`config.mk`:
```
export PLATFORM = sky130hd
export DESIGN_NAME = byte_coded_cpu_core
export DESIGN_NICKNAME = d
export VERILOG_FILES = /design/src/bcc_pkg.sv /design/src/bcc_ram.sv /design/src/bcc_ctrl.sv /design/src/bcc_dp.sv /design/src/byte_coded_cpu_core.sv
export SDC_FILE = /design/constraint.sdc
export NUM_CORES = 2
export LEC_CHECK = 0
export BUFFER_PORTS_ARGS = -buffer_cell sky130_fd_sc_hd__buf_2
export CORE_UTILIZATION = 57
export CTS_CLUSTER_SIZE = 25
export DETAILED_ROUTE_END_ITERATION = 10
export GPL_ROUTABILITY_DRIVEN = 0
export PLACE_DENSITY = 0.82
export SYNTH_ARGS = -nofsm -noshare
export SYNTH_HDL_FRONTEND = slang
export SYNTH_SLANG_ARGS = --single-unit
```
`constraint.sdc`:
```
create_clock -name clk -period 14.35 [get_ports clk]
set_input_delay 0.7175 -clock clk [delete_from_list [all_inputs] [get_ports clk]]
set_output_delay 0.7175 -clock clk [all_outputs]
set_load 0.02 [all_outputs]
```
`src/bcc_pkg.sv`:
```
// ============================================================================
// bcc_pkg
// Shared constants, types and helpers for the byte coded CPU core.
// ============================================================================
`default_nettype none

package bcc_pkg;

    localparam int MEM_BYTES = 256;
    localparam int REG_COUNT = 4;
    localparam int ADDR_W = $clog2(MEM_BYTES);
    localparam int REG_IDX_W = $clog2(REG_COUNT);
    localparam int STORE_TOP = 128;
    localparam logic [7:0] LIMIT_RESET = 8'd192;
    localparam logic [7:0] SP_RESET = 8'd255;

    localparam logic [7:0] OP_MOVE = 8'd1;
    localparam logic [7:0] OP_ADD = 8'd2;
    localparam logic [7:0] OP_SUB = 8'd3;
    localparam logic [7:0] OP_LOAD = 8'd4;
    localparam logic [7:0] OP_STORE = 8'd5;
    localparam logic [7:0] OP_JUMP = 8'd6;
    localparam logic [7:0] OP_CMP = 8'd7;
    localparam logic [7:0] OP_HALT = 8'd8;
    localparam logic [7:0] OP_PUSH = 8'd9;
    localparam logic [7:0] OP_POP = 8'd10;
    localparam logic [7:0] OP_JZ = 8'd11;
    localparam logic [7:0] OP_JNZ = 8'd12;
    localparam logic [7:0] OP_JL = 8'd13;
    localparam logic [7:0] OP_JG = 8'd14;
    localparam logic [7:0] OP_JB = 8'd15;
    localparam logic [7:0] OP_JAE = 8'd16;
    localparam logic [7:0] OP_CALL = 8'd17;
    localparam logic [7:0] OP_RET = 8'd18;

    typedef enum logic [1:0] {
        ACT_WRITE,
        ACT_READ,
        ACT_EXEC,
        ACT_START
    } action_t;

    typedef enum logic [3:0] {
        S_IDLE,
        S_HWR,
        S_HRD0,
        S_HRD1,
        S_CHECK,
        S_F0,
        S_F1,
        S_F2,
        S_F3,
        S_DEC,
        S_WRD,
        S_WWR,
        S_COMMIT,
        S_DONE
    } state_t;

    typedef enum logic [1:0] {
        K_HALT,
        K_SIMPLE,
        K_RD,
        K_WR
    } kind_t;

    typedef enum logic [1:0] {
        A_HOST,
        A_PC,
        A_WORD
    } addr_sel_t;

    typedef enum logic [2:0] {
        CAP_NONE,
        CAP_OP,
        CAP_X,
        CAP_Y,
        CAP_WORD,
        CAP_READ
    } cap_t;

    typedef struct packed {
        logic      latch;
        addr_sel_t addr_sel;
        logic [1:0] offset;
        logic      mem_we;
        logic      wsrc_word;
        cap_t      cap;
        logic      set_run;
        logic      halt;
        logic      commit;
    } cmd_t;

    typedef struct packed {
        logic  running;
        logic  pc_ok;
        kind_t kind;
    } sts_t;

    function automatic logic [3:0] make_flags(input logic [31:0] r, input logic c,
                                              input logic v);
        make_flags = {v, c, r[31], (r == 32'd0)};
    endfunction

    function automatic logic is_pos(input logic [31:0] x);
        is_pos = (x != 32'd0) && !x[31];
    endfunction

endpackage

`default_nettype wire

```
`src/bcc_ram.sv`:
```
// ============================================================================
// bcc_ram
// Generic single port RAM with registered read data.
// ============================================================================
`default_nettype none

module bcc_ram #(
    parameter int WIDTH = 8,
    parameter int DEPTH = 256
) (
    input  wire logic                     clk,
    input  wire logic                     we,
    input  wire logic [$clog2(DEPTH)-1:0] addr,
    input  wire logic [WIDTH-1:0]         wdata,
    output logic      [WIDTH-1:0]         rdata
);

    logic [WIDTH-1:0] mem_reg [DEPTH];
    logic [WIDTH-1:0] rdata_reg;

    always_ff @(posedge clk)
    begin
        if (we)
        begin
            mem_reg[addr] <= wdata;
        end
        rdata_reg <= mem_reg[addr];
    end

    assign rdata = rdata_reg;

endmodule

`default_nettype wire

```
`src/bcc_ctrl.sv`:
```
// ============================================================================
// bcc_ctrl
// Sequencer: host actions, instruction fetch, word transfers and commit.
// ============================================================================
`default_nettype none

module bcc_ctrl import bcc_pkg::*; (
    input  wire logic       clk,
    input  wire logic       rst_n,
    input  wire logic       start,
    input  wire logic [1:0] action,
    input  wire sts_t       sts,
    output cmd_t            cmd,
    output logic            busy,
    output logic            done
);

    state_t     state_reg, state_next;
    logic [2:0] cnt_reg, cnt_next;

    always_ff @(posedge clk or negedge rst_n)
    begin
        if (!rst_n)
        begin
            state_reg <= S_IDLE;
            cnt_reg   <= 3'd0;
        end
        else
        begin
            state_reg <= state_next;
            cnt_reg   <= cnt_next;
        end
    end

    always_comb
    begin
        state_next   = state_reg;
        cnt_next     = cnt_reg;
        cmd          = '0;
        cmd.addr_sel = A_HOST;
        cmd.cap      = CAP_NONE;
        cmd.offset   = cnt_reg[1:0];
        busy         = 1'b1;
        done         = 1'b0;
        case (state_reg)
            S_IDLE:
            begin
                busy = 1'b0;
                if (start)
                begin
                    cmd.latch = 1'b1;
                    case (action_t'(action))
                        ACT_WRITE: state_next = S_HWR;
                        ACT_READ:  state_next = S_HRD0;
                        ACT_EXEC:  state_next = S_CHECK;
                        default:
                        begin
                            cmd.set_run = 1'b1;
                            state_next  = S_DONE;
                        end
                    endcase
                end
            end
            S_HWR:
            begin
                cmd.mem_we = 1'b1;
                state_next = S_DONE;
            end
            S_HRD0: state_next = S_HRD1;
            S_HRD1:
            begin
                cmd.cap    = CAP_READ;
                state_next = S_DONE;
            end
            S_CHECK:
            begin
                if (!sts.running)
                begin
                    state_next = S_DONE;
                end
                else if (!sts.pc_ok)
                begin
                    cmd.halt   = 1'b1;
                    state_next = S_DONE;
                end
                else
                begin
                    state_next = S_F0;
                end
            end
            S_F0:
            begin
                cmd.addr_sel = A_PC;
                cmd.offset   = 2'd0;
                state_next   = S_F1;
            end
            S_F1:
            begin
                cmd.addr_sel = A_PC;
                cmd.offset   = 2'd1;
                cmd.cap      = CAP_OP;
                state_next   = S_F2;
            end
            S_F2:
            begin
                cmd.addr_sel = A_PC;
                cmd.offset   = 2'd2;
                cmd.cap      = CAP_X;
                state_next   = S_F3;
            end
            S_F3:
            begin
                cmd.cap    = CAP_Y;
                state_next = S_DEC;
            end
            S_DEC:
            begin
                cnt_next = 3'd0;
                case (sts.kind)
                    K_HALT:
                    begin
                        cmd.halt   = 1'b1;
                        state_next = S_DONE;
                    end
                    K_SIMPLE:
                    begin
                        cmd.commit = 1'b1;
                        state_next = S_DONE;
                    end
                    K_RD:    state_next = S_WRD;
                    default: state_next = S_WWR;
                endcase
            end
            S_WRD:
            begin
                // Byte n is addressed in one cycle and shifted in the next.
                cmd.addr_sel = A_WORD;
                if (cnt_reg != 3'd0)
                begin
                    cmd.cap = CAP_WORD;
                end
                cnt_next = cnt_reg + 3'd1;
                if (cnt_reg == 3'd4)
                begin
                    state_next = S_COMMIT;
                end
            end
            S_WWR:
            begin
                cmd.addr_sel  = A_WORD;
                cmd.mem_we    = 1'b1;
                cmd.wsrc_word = 1'b1;
                cnt_next      = cnt_reg + 3'd1;
                if (cnt_reg == 3'd3)
                begin
                    state_next = S_COMMIT;
                end
            end
            S_COMMIT:
            begin
                cmd.commit = 1'b1;
                state_next = S_DONE;
            end
            S_DONE:
            begin
                done       = 1'b1;
                state_next = S_IDLE;
            end
            default: state_next = S_IDLE;
        endcase
    end

endmodule

`default_nettype wire

```
`src/bcc_dp.sv`:
```
// ============================================================================
// bcc_dp
// Datapath: architectural state, byte memory, decode checks and execute.
// ============================================================================
`default_nettype none

module bcc_dp import bcc_pkg::*; (
    input  wire logic        clk,
    input  wire logic        rst_n,
    input  wire cmd_t        cmd,
    input  wire logic [7:0]  address,
    input  wire logic [7:0]  data,
    input  wire logic        cfg_valid,
    input  wire logic [7:0]  cfg_data,
    output sts_t             sts,
    output logic             running,
    output logic [7:0]       pc,
    output logic [7:0]       sp,
    output logic [3:0]       flags,
    output logic [7:0]       read_data,
    output logic [31:0]      reg0,
    output logic [31:0]      reg1,
    output logic [31:0]      reg2,
    output logic [31:0]      reg3
);

    logic [7:0]  lim_reg, pc_reg, pc_next, sp_reg, sp_next;
    logic [3:0]  flags_reg, flags_next;
    logic        run_reg, run_next;
    logic [31:0] rf_reg [REG_COUNT];
    logic [31:0] rf_next [REG_COUNT];
    logic [7:0]  haddr_reg, hdata_reg, rdbyte_reg;
    logic [7:0]  op_reg, x_reg, y_reg;
    logic [31:0] word_reg;

    logic [9:0]  limw, pcw, spw, xw, yw;
    logic        xv, yv;
    logic [31:0] a, b, sum, diff, word_src;
    logic        add_v, sub_v, take;
    logic [7:0]  base, mem_addr, mem_wdata, mem_rdata;
    logic [31:0] shifted;
    kind_t       kind;

    assign limw = {2'b00, lim_reg};
    assign pcw  = {2'b00, pc_reg};
    assign spw  = {2'b00, sp_reg};
    assign xw   = {2'b00, x_reg};
    assign yw   = {2'b00, y_reg};
    assign xv   = x_reg < 8'(REG_COUNT);
    assign yv   = y_reg < 8'(REG_COUNT);

    assign a    = rf_reg[x_reg[REG_IDX_W-1:0]];
    assign b    = rf_reg[y_reg[REG_IDX_W-1:0]];
    assign sum  = a + b;
    assign diff = a - b;
    assign add_v = (is_pos(a) && is_pos(b) && sum[31]) ||
                   (a[31] && b[31] && is_pos(sum));
    assign sub_v = (is_pos(a) && b[31] && diff[31]) ||
                   (a[31] && is_pos(b) && is_pos(diff));

    // Decode: legality checks, word transfer base and store source.
    always_comb
    begin
        kind     = K_HALT;
        base     = y_reg;
        word_src = a;
        case (op_reg)
            OP_MOVE:
            begin
                base = pc_reg + 8'd2;
                if (pcw + 10'd5 < limw && xv) kind = K_RD;
            end
            OP_ADD, OP_SUB:
            begin
                if (pcw + 10'd2 < limw && xv && yv) kind = K_SIMPLE;
            end
            OP_CMP:
            begin
                if (pcw + 10'd1 < limw && xv && yv) kind = K_SIMPLE;
            end
            OP_LOAD:
            begin
                if (pcw + 10'd2 < limw && xv && yw + 10'd3 < limw) kind = K_RD;
            end
            OP_STORE:
            begin
                if (pcw + 10'd2 < limw && xv && yw + 10'd3 < limw &&
                    yw + 10'd3 < 10'(STORE_TOP)) kind = K_WR;
            end
            OP_JUMP:
            begin
                if (pcw + 10'd4 < limw) kind = K_SIMPLE;
            end
            OP_PUSH:
            begin
                base = sp_reg - 8'd3;
                if (pcw + 10'd1 < limw && xv && spw >= limw + 10'd3) kind = K_WR;
            end
            OP_POP:
            begin
                base = sp_reg + 8'd1;
                if (pcw + 10'd1 < limw && xv && spw + 10'd1 >= limw &&
                    spw + 10'd4 < 10'(MEM_BYTES)) kind = K_RD;
            end
            OP_JZ, OP_JNZ, OP_JG, OP_JB, OP_JAE:
            begin
                if (pcw + 10'd1 < limw && xw < limw) kind = K_SIMPLE;
            end
            OP_JL:
            begin
                if (pcw + 10'd1 < limw) kind = K_SIMPLE;
            end
            OP_CALL:
            begin
                base     = sp_reg - 8'd3;
                word_src = {22'd0, pcw + 10'd2};
                if (spw >= limw + 10'd3) kind = K_WR;
            end
            OP_RET:
            begin
                base = sp_reg + 8'd1;
                if (pcw + 10'd2 < limw && xw < limw && spw >= limw &&
                    spw + 10'd4 < 10'(MEM_BYTES)) kind = K_RD;
            end
            default: kind = K_HALT;
        endcase
    end

    assign sts.running = run_reg;
    assign sts.pc_ok   = pc_reg < lim_reg;
    assign sts.kind    = kind;

    always_comb
    begin
        case (cmd.addr_sel)
            A_PC:    mem_addr = pc_reg + {6'd0, cmd.offset};
            A_WORD:  mem_addr = base + {6'd0, cmd.offset};
            default: mem_addr = haddr_reg;
        endcase
    end

    assign shifted   = word_src >> {cmd.offset, 3'b000};
    assign mem_wdata = cmd.wsrc_word ? shifted[7:0] : hdata_reg;

    bcc_ram #(
        .WIDTH(8),
        .DEPTH(MEM_BYTES)
    ) u_mem (
        .clk  (clk),
        .we   (cmd.mem_we),
        .addr (mem_addr[ADDR_W-1:0]),
        .wdata(mem_wdata),
        .rdata(mem_rdata)
    );

    always_comb
    begin
        case (op_reg)
            OP_JZ:   take = flags_reg[0];
            OP_JNZ:  take = !flags_reg[0];
            OP_JL:   take = flags_reg[1] != flags_reg[3];
            OP_JG:   take = (flags_reg[1] == flags_reg[3]) && !flags_reg[0];
            OP_JB:   take = flags_reg[2];
            default: take = !flags_reg[2];
        endcase
    end

    // Architectural update: start and halt of the run flag, and results at commit.
    always_comb
    begin
        pc_next    = pc_reg;
        sp_next    = sp_reg;
        flags_next = flags_reg;
        run_next   = run_reg;
        for (int i = 0; i < REG_COUNT; i++)
        begin
            rf_next[i] = rf_reg[i];
        end
        if (cmd.set_run)
        begin
            run_next = 1'b1;
        end
        if (cmd.halt)
        begin
            run_next = 1'b0;
        end
        if (cmd.commit)
        begin
            case (op_reg)
                OP_MOVE:
                begin
                    rf_next[x_reg[REG_IDX_W-1:0]] = word_reg;
                    pc_next = pc_reg + 8'd6;
                end
                OP_ADD:
                begin
                    rf_next[x_reg[REG_IDX_W-1:0]] = sum;
                    flags_next = make_flags(sum, sum < a, add_v);
                    pc_next = pc_reg + 8'd3;
                end
                OP_SUB, OP_CMP:
                begin
                    if (op_reg == OP_SUB)
                    begin
                        rf_next[x_reg[REG_IDX_W-1:0]] = diff;
                    end
                    flags_next = make_flags(diff, a < b, sub_v);
                    pc_next = pc_reg + 8'd3;
                end
                OP_LOAD:
                begin
                    rf_next[x_reg[REG_IDX_W-1:0]] = word_reg;
                    pc_next = pc_reg + 8'd3;
                end
                OP_STORE: pc_next = pc_reg + 8'd3;
                OP_JUMP:  pc_next = x_reg;
                OP_PUSH:
                begin
                    sp_next = sp_reg - 8'd4;
                    pc_next = pc_reg + 8'd2;
                end
                OP_POP:
                begin
                    rf_next[x_reg[REG_IDX_W-1:0]] = word_reg;
                    sp_next = sp_reg + 8'd4;
                    pc_next = pc_reg + 8'd2;
                end
                OP_CALL:
                begin
                    sp_next = sp_reg - 8'd4;
                    pc_next = x_reg;
                end
                OP_RET:
                begin
                    // A return address that does not fit the PC halts the core.
                    if (word_reg[31:8] == 24'd0)
                    begin
                        pc_next = word_reg[7:0];
                        sp_next = sp_reg + 8'd4;
                    end
                    else
                    begin
                        run_next = 1'b0;
                    end
                end
                default: pc_next = take ? x_reg : pc_reg + 8'd2;
            endcase
        end
    end

    always_ff @(posedge clk or negedge rst_n)
    begin
        if (!rst_n)
        begin
            lim_reg    <= LIMIT_RESET;
            pc_reg     <= 8'd0;
            sp_reg     <= SP_RESET;
            flags_reg  <= 4'd0;
            run_reg    <= 1'b0;
            rdbyte_reg <= 8'd0;
            for (int i = 0; i < REG_COUNT; i++)
            begin
                rf_reg[i] <= 32'd0;
            end
        end
        else
        begin
            if (cfg_valid)
            begin
                lim_reg <= cfg_data;
            end
            pc_reg    <= pc_next;
            sp_reg    <= sp_next;
            flags_reg <= flags_next;
            run_reg   <= run_next;
            for (int i = 0; i < REG_COUNT; i++)
            begin
                rf_reg[i] <= rf_next[i];
            end
            if (cmd.latch)
            begin
                rdbyte_reg <= 8'd0;
            end
            else if (cmd.cap == CAP_READ)
            begin
                rdbyte_reg <= mem_rdata;
            end
        end
    end

    always_ff @(posedge clk)
    begin
        if (cmd.latch)
        begin
            haddr_reg <= address;
            hdata_reg <= data;
        end
        case (cmd.cap)
            CAP_OP:   op_reg   <= mem_rdata;
            CAP_X:    x_reg    <= mem_rdata;
            // A fetch past the top of memory reads as zero instead of wrapping.
            CAP_Y:    y_reg    <= (pcw + 10'd2 < 10'(MEM_BYTES)) ? mem_rdata : 8'd0;
            CAP_WORD: word_reg <= {mem_rdata, word_reg[31:8]};
            default:  ;
        endcase
    end

    assign running   = run_reg;
    assign pc        = pc_reg;
    assign sp        = sp_reg;
    assign flags     = flags_reg;
    assign read_data = rdbyte_reg;
    assign reg0      = rf_reg[0];
    assign reg1      = rf_reg[1];
    assign reg2      = rf_reg[2];
    assign reg3      = rf_reg[3];

endmodule

`default_nettype wire

```
`src/byte_coded_cpu_core.sv`:
```
// ============================================================================
// byte_coded_cpu_core
// Small byte coded CPU with a 256 byte memory and a host command port.
// ============================================================================
//
//  channel  | handshake               | payload
//  ---------+-------------------------+--------------------------------------
//  command  | start / busy            | action, address, data
//  result   | done (one cycle strobe) | running, pc, sp, flags, read_data,
//           |                         | reg0..reg3
//  config   | cfg_valid / cfg_ready   | cfg_data (data limit)
//
// A start goes straight to the result; a memory write passes through a write
// state and a memory read through an address and a capture state. An execute
// only checks when halted or when the PC is at or above the data limit; else
// it fetches and decodes, then a store, push or call writes a word and a move,
// load, pop or return reads one, before the commit. Word transfers follow the
// single byte memory port: one byte per cycle plus the registered read.
// Reset clears the registers, PC, flags and run flag; memory is not cleared.
// The result strobe cannot be stalled; busy stays high until it is shown.
`default_nettype none

module byte_coded_cpu_core import bcc_pkg::*; (
    input  wire logic        clk,
    input  wire logic        rst_n,
    input  wire logic        start,
    output logic             busy,
    input  wire logic [1:0]  action,
    input  wire logic [7:0]  address,
    input  wire logic [7:0]  data,
    output logic             done,
    output logic             running,
    output logic [7:0]       pc,
    output logic [7:0]       sp,
    output logic [3:0]       flags,
    output logic [7:0]       read_data,
    output logic [31:0]      reg0,
    output logic [31:0]      reg1,
    output logic [31:0]      reg2,
    output logic [31:0]      reg3,
    input  wire logic        cfg_valid,
    output logic             cfg_ready,
    input  wire logic [7:0]  cfg_data
);

    cmd_t cmd;
    sts_t sts;

    assign cfg_ready = 1'b1;

    bcc_ctrl u_ctrl (
        .clk   (clk),
        .rst_n (rst_n),
        .start (start),
        .action(action),
        .sts   (sts),
        .cmd   (cmd),
        .busy  (busy),
        .done  (done)
    );

    bcc_dp u_dp (
        .clk      (clk),
        .rst_n    (rst_n),
        .cmd      (cmd),
        .address  (address),
        .data     (data),
        .cfg_valid(cfg_valid),
        .cfg_data (cfg_data),
        .sts      (sts),
        .running  (running),
        .pc       (pc),
        .sp       (sp),
        .flags    (flags),
        .read_data(read_data),
        .reg0     (reg0),
        .reg1     (reg1),
        .reg2     (reg2),
        .reg3     (reg3)
    );

endmodule

`default_nettype wire

```
# [Word level (Yosys, flattened, before mapping)]
# Memories as Yosys holds them, arrays and structs flattened. A register that Yosys moved wholly into a read port is not among the register bits.
# Cells that the tools add are included.
[word_totals] ff_bits=244 ramBits=2048 input_bits=30 wordCells=258 memories=1
[op_classes] add_sub_neg=20 order_cmp=20 n_eq_ne=50 shifts=1 n_mux=74 bitwise_logic=2 n_reduce_logical=72
[memory_table] name="u_dp.u_mem.mem_reg" depth=256 width=8 read_ports=1 rd_clocked_by_memory_dff=1 wr=1 line="bcc_ram.sv:18" source="logic [WIDTH-1:0] mem_reg [DEPTH];"
[ops] op="$bwmux 128" count=3
[ops] op="$pmux 128 s3" count=1
[ops] op="$mux 32" count=6
[ops] op="$bmux 32 s2" count=2
[ops] op="$mux 128" count=1
[ops] op="$reduce_bool 32->1" count=4
[ops] op="$demux 32 s2" count=1
[ops] op="$logic_not 32->1" count=2
[ops] op="$lt 32x32->1" count=2
[ops] op="$eq 8x4->1 const B" count=7
[ops] op="$lt 10x8->1" count=5
[ops] op="$mux 8" count=6
[ops] op="$pmux 8 s3" count=2
[ops] op="$pmux 4 s11" count=1
[ops] op="$pmux 8 s5" count=1
[ops] op="$add 32x32->32" count=1
[ops] op="$eq 8x3->1 const B" count=4
[ops] op="$shr 32x5->8" count=1
[ops] op="$sub 32x32->32" count=1
[ops] op="$logic_and 1x1->1" count=28
[ops] op="$add 8x2->9 const B" count=3
[ops] op="$add 8x3->9 const B" count=3
[ops] op="$mux 1" count=25
[ops] op="$eq 4x4->1 const B" count=6
[ops] op="other kinds (58)" count=123

# [Logic depth before layout (Yosys ltp)]
[logic_depth] depth_word=14 mapped_depth=24 ltp_nobuf=21

# [By module]
# From an unflattened synthesis, not the netlist that was laid out.
[unflattened] hier_cells=5773 hier_area_um2=98627.1
[modules_own_cells] module="bcc_ram" n_inst=1 cells_each=3547 area_per_inst_um2=78492.8 seq_area_each_um2=61659.1
[modules_own_cells] module="bcc_dp" n_inst=1 cells_each=2124 area_per_inst_um2=19359.8 seq_area_each_um2=6251.0
[modules_own_cells] module="bcc_ctrl" n_inst=1 cells_each=100 area_per_inst_um2=763.2 seq_area_each_um2=175.2
[modules_own_cells] module="byte_coded_cpu_core" n_inst=1 cells_each=2 area_per_inst_um2=11.3 seq_area_each_um2=0.0

# [Least setup slack after synthesis]
# Ideal clock, no wire load.
[synth_timing] path_type="register to register" from="register u_ctrl.state_reg[0]" to="memory u_dp.u_mem.mem_reg[0][0], data pin" setup_time_ps=2187 t_arrival_ps=12397 slack_ps=-234 stages_incl_launch_ff=9 n_path_buf=2 synth_period_minus_slack_ps=14584 path_cell_list="dfrtp_1 clkbuf_1 inv_1 nor4_1 a21o_1 clkbuf_1 nand2_1 o22a_1 o21ai_0"
[synth_via] elab_chain_cells=4 elab_cells_between_ends=8 classes_between="eq/ne: 4; shift: 1; mux: 3"
[synth_lines] element="start: declaration" line="bcc_ctrl.sv:18" source="state_t state_reg, state_next;"
[synth_lines] element="start signal: assignment" line="bcc_ctrl.sv:30" source="state_reg <= state_next;"
[synth_lines] element="$eq 4x3->1" line="bcc_ctrl.sv:45" source="case (state_reg)"
[synth_lines] element="$pmux 2 s3" line="bcc_ctrl.sv:45"
[synth_lines] element="$shr 32x5->8" line="bcc_dp.sv:142" source="assign shifted = word_src >> {cmd.offset, 3'b000};"
[synth_lines] element="$mux 8 (*)" line="bcc_dp.sv:143" source="assign mem_wdata = cmd.wsrc_word ? shifted[7:0] : hdata_reg;"
[synth_lines] element="via u_dp.mem_wdata[0]" line="bcc_dp.sv:40" source="logic [7:0] base, mem_addr, mem_wdata, mem_rdata;"
[synth_lines] element="end: declaration" line="bcc_ram.sv:18"
# The timed path passes the listed nets; every way through them passes the cells marked *.

# [Worst setup path in the final report]
[layout_timing] from="register u_dp.op_reg[2]" to="register u_dp.u_mem.rdata_reg[0] (netlist: u_dp.u_mem.rdata[0]), read port of u_dp.u_mem.mem_reg"
[layout_via] elab_chain_cells=5 elab_cells_between_ends=10 classes_between="add/sub: 1; eq/ne: 5; mux: 2; reduce/logical: 2"
[layout_lines] element="start: declaration" line="bcc_dp.sv:33" source="logic [7:0] op_reg, x_reg, y_reg;"
[layout_lines] element="start signal: assignment" line="bcc_dp.sv:299" source="CAP_OP: op_reg <= mem_rdata;"
[layout_lines] element="$eq 8x4->1 / $eq 8x5->1 (equally long branches)" line="bcc_dp.sv:67" source="case (op_reg)"
[layout_lines] element="$reduce_or 2->1 (no source line)"
[layout_lines] element="$pmux 8 s3 (*)" line="bcc_dp.sv:67"
[layout_lines] element="$add 8x2->8 (*)" line="bcc_dp.sv:137" source="A_WORD: mem_addr = base + {6'd0, cmd.offset};"
[layout_lines] element="$pmux 8 s2 (*)" line="bcc_dp.sv:135" source="case (cmd.addr_sel)"
[layout_lines] element="end: declaration" line="bcc_ram.sv:19" source="logic [WIDTH-1:0] rdata_reg;"
# Every way passes the cells marked *; elsewhere a longest branch is shown, timed or not.
# A chain may end at the register's enable or synchronous reset.

==> results.ini <==
[worst_setup_path]
crit_path_end_kind=flop
required_ns=15.08
reg2regPathDepth=15
crit_fanout=110
worst_setup_path_start_kind=flop
critPathKind=flop to flop
cp.arrival_ns=9.23

[layout]
drive_above_1_share_pct=21.2
area_delta_synth_final_pct=10.3
largest_reg_flops=2048
mostFrequentLayoutCells=edfxtp_1 (2,120), mux4_2 (576), nor2_1 (408), nand2_1 (400), o21ai_0 (224)
layout_commonest_cell=edfxtp_1
final_util_pct=63.4
num-fill-cells=11597
nets=6608

[worst_hold_path]
hold_depth=3
hold_path.class=input pin to flop

[place]
io_buffers=186
dp_hpwl_um=167000
pre_cts_ws_ns=6.22

[yosys]
synthMuxAreaShare_pct=15.4
avgSynthCellArea_um2=16.3
synth_xor_area_share_pct=0.794
synth_top_cell_area_share_pct=62.0
synth_seq_cells=2298
syn_area_um2=103000
yosys.area.top_type=edfxtp_1
yosys.area_share.adder_pct=2.33
synth_top_family_by_area=multiplexers
synthCells=6284
synth-main-ff-cell=edfxtp_1
ys_warn_count=0
synth_area_leaders=edfxtp_1 (62%), mux4_2 (13%), dfrtp_1 (4.0%)
synth_compound_area_share_pct=7.39
yosysUniqueCellTypes=100
async_reset_ff_share_pct=7.40
synth-edff-count=2120
synthSimpleGateAreaFrac_pct=5.52
yosysSeqAreaShare_pct=66.4

[outcome]
status=complete, but fails checks
failed_checks=max-slew violations

[die]
io-pin-count=190
start_util_pct=57.4
num_rows=155
die_x_um=426
core_um2=179000
chipHeight_um=426
dieArea_um2=182000

[global_route]
antenna_found_initial=11
grt_max_degree=257
grt.total_usage_pct=31.3
grt_pass1_vias=63051
grt_pass1_wl_um=418000
overflow=0

[cts]
numCtsBuffers=217
clockBufferDepth=3
clk_pin_slew_ns=0.06
cts_tree=done
root_buffer=clkbuf_16
cts_max_level=4
cts_resized=0
clock_sinks=2298
clk_latency_ns=0.90

[detailed_routing]
vias_per_cell=7.20
top_layer=met5
met3_length_um=37500
num_vias=64369
wl_met2_um=134000
finalWirelength_um=287000
postRouteAntennaNets=0
wl_met1_um=96800
firstDrtPassIters=8
wl_per_cell_um=32.1
route.detailed.drc=0
drtIter0Drc=11017

[sta]
setup_violations=0
drv_slew=96
slew_headroom_pct=-2.97
worst_slack_ns=5.84
worstMarginPinSlew_ns=1.54
skew_ns=0.0735
fmax_ghz=0.118
rsz0062_at_grt=false
finalCritPeriodShare_pct=59.3
period_minus_slack_ns=8.51
tns_ns=0
final-hold-violation-count=0

[power_and_ir_drop]
power_uw=20100
p_leak_uw=0.0380
ir_worst_vdd_mv=0.219
powerDensity_nw_per_um2=178

[flow_run]
cap_violations=0

## metal layers
metal | global-route usage [%] | vias up
met3 | 8.17 | 1218
met4 | 17.1 | 14
li1 | - | 25540
met2 | 48.8 | 5663
met1 | 40.4 | 31934
met5 | 0 | -
## where the power goes
group | switching [µW] | internal, µW | leakage, µW
Combinational | 4000 | 2460 | 0.0131
Sequential | 184 | 7630 | 0.0214
Clock | 2580 | 3260 | 0.00349
Total | 6770 | 13300 | 0.0380
## per-stage QoR
step                std cells  hold slack [ns]  instance area [µm²]
floorplan                6286            0.422               103000
global placement         8521            0.474               106000
detailed placement       8521            0.492               106000
CTS                      8925          0.00540               113000
global route             8929           0.0403               113000
finish                   8938           0.0511               113000
## cells in the mapped netlist (all sizes together), types with 59 or more instances
| master | instances |
|---|---|
| inv | 147 |
| o21ai | 237 |
| buf | 147 |
| nand2 | 406 |
| a31oi | 63 |
| mux4 | 576 |
| a22oi | 93 |
| a211oi | 100 |
| nor2 | 412 |
| a22o | 59 |
| xnor2 | 70 |
| mux2i | 112 |
| nand3 | 101 |
| edfxtp | 2120 |
| a21oi | 147 |
| ha | 185 |
| dfrtp | 162 |
| mux2 | 155 |
| clkbuf | 250 |
## kinds of logic after synthesis
group,Yosys count
XOR/XNOR,93
multiplexers,843
buffers and inverters,546
AO/OA/AOI/OAI,1075
AND/OR/NAND/NOR,1239
other,1
flip-flops,2298
adder cells (fa/ha/maj),189
## final timing paths
kind | startpoint | endpoint | slack (ns)
setup reg to reg | u_dp.op_reg[2] | u_dp.u_mem.rdata[0] | 5.84
setup / recovery | u_dp.op_reg[2] | u_dp.u_mem.rdata[0] | 5.84
hold / removal | cfg_data[6] | u_dp.lim_reg[6] | 0.05
min in group asynchronous | rst_n | u_dp.lim_reg[4] | 0.36
hold reg to reg | u_dp.word_reg[23] | u_dp.word_reg[15] | 0.51
max in group asynchronous | rst_n | asynchronous set/reset pin | 12.63
## what timing repair did
action	in CTS	in global routing
hold buffers	4	0
hold endpoints to repair	51	0
setup buffers	0	0
setup endpoints to repair	0	0
## worst max-delay path: stages, from the launching register on
cell	delay (ns)
edfxtp_1	0.61
nor4_1	0.79
and2_1	0.38
nand2_1	0.19
a32o_1	0.32
ha_1	0.24
fa_1	0.60
mux2_8	0.76
buf_4	0.90
buf_4	0.88
mux4_2	0.43
mux2_2	0.31
a21oi_1	0.37
o22ai_1	0.16
nor3_1	0.98
nor4b_2	0.16
## area by class of cell
class	count	area (µm²)	share of cell area [%]
Inverter	149	559	0.494
Tap cell	2355	2950	2.60
Timing Repair Buffer	281	1790	1.58
Multi-Input combinational cell	3442	32600	28.8
Antenna cell	13	32.5	0.0287
Clock buffer	265	5700	5.04
Sequential cell	2298	68100	60.1
Clock inverter	135	1500	1.33
Power figures use the tool's default switching activity.
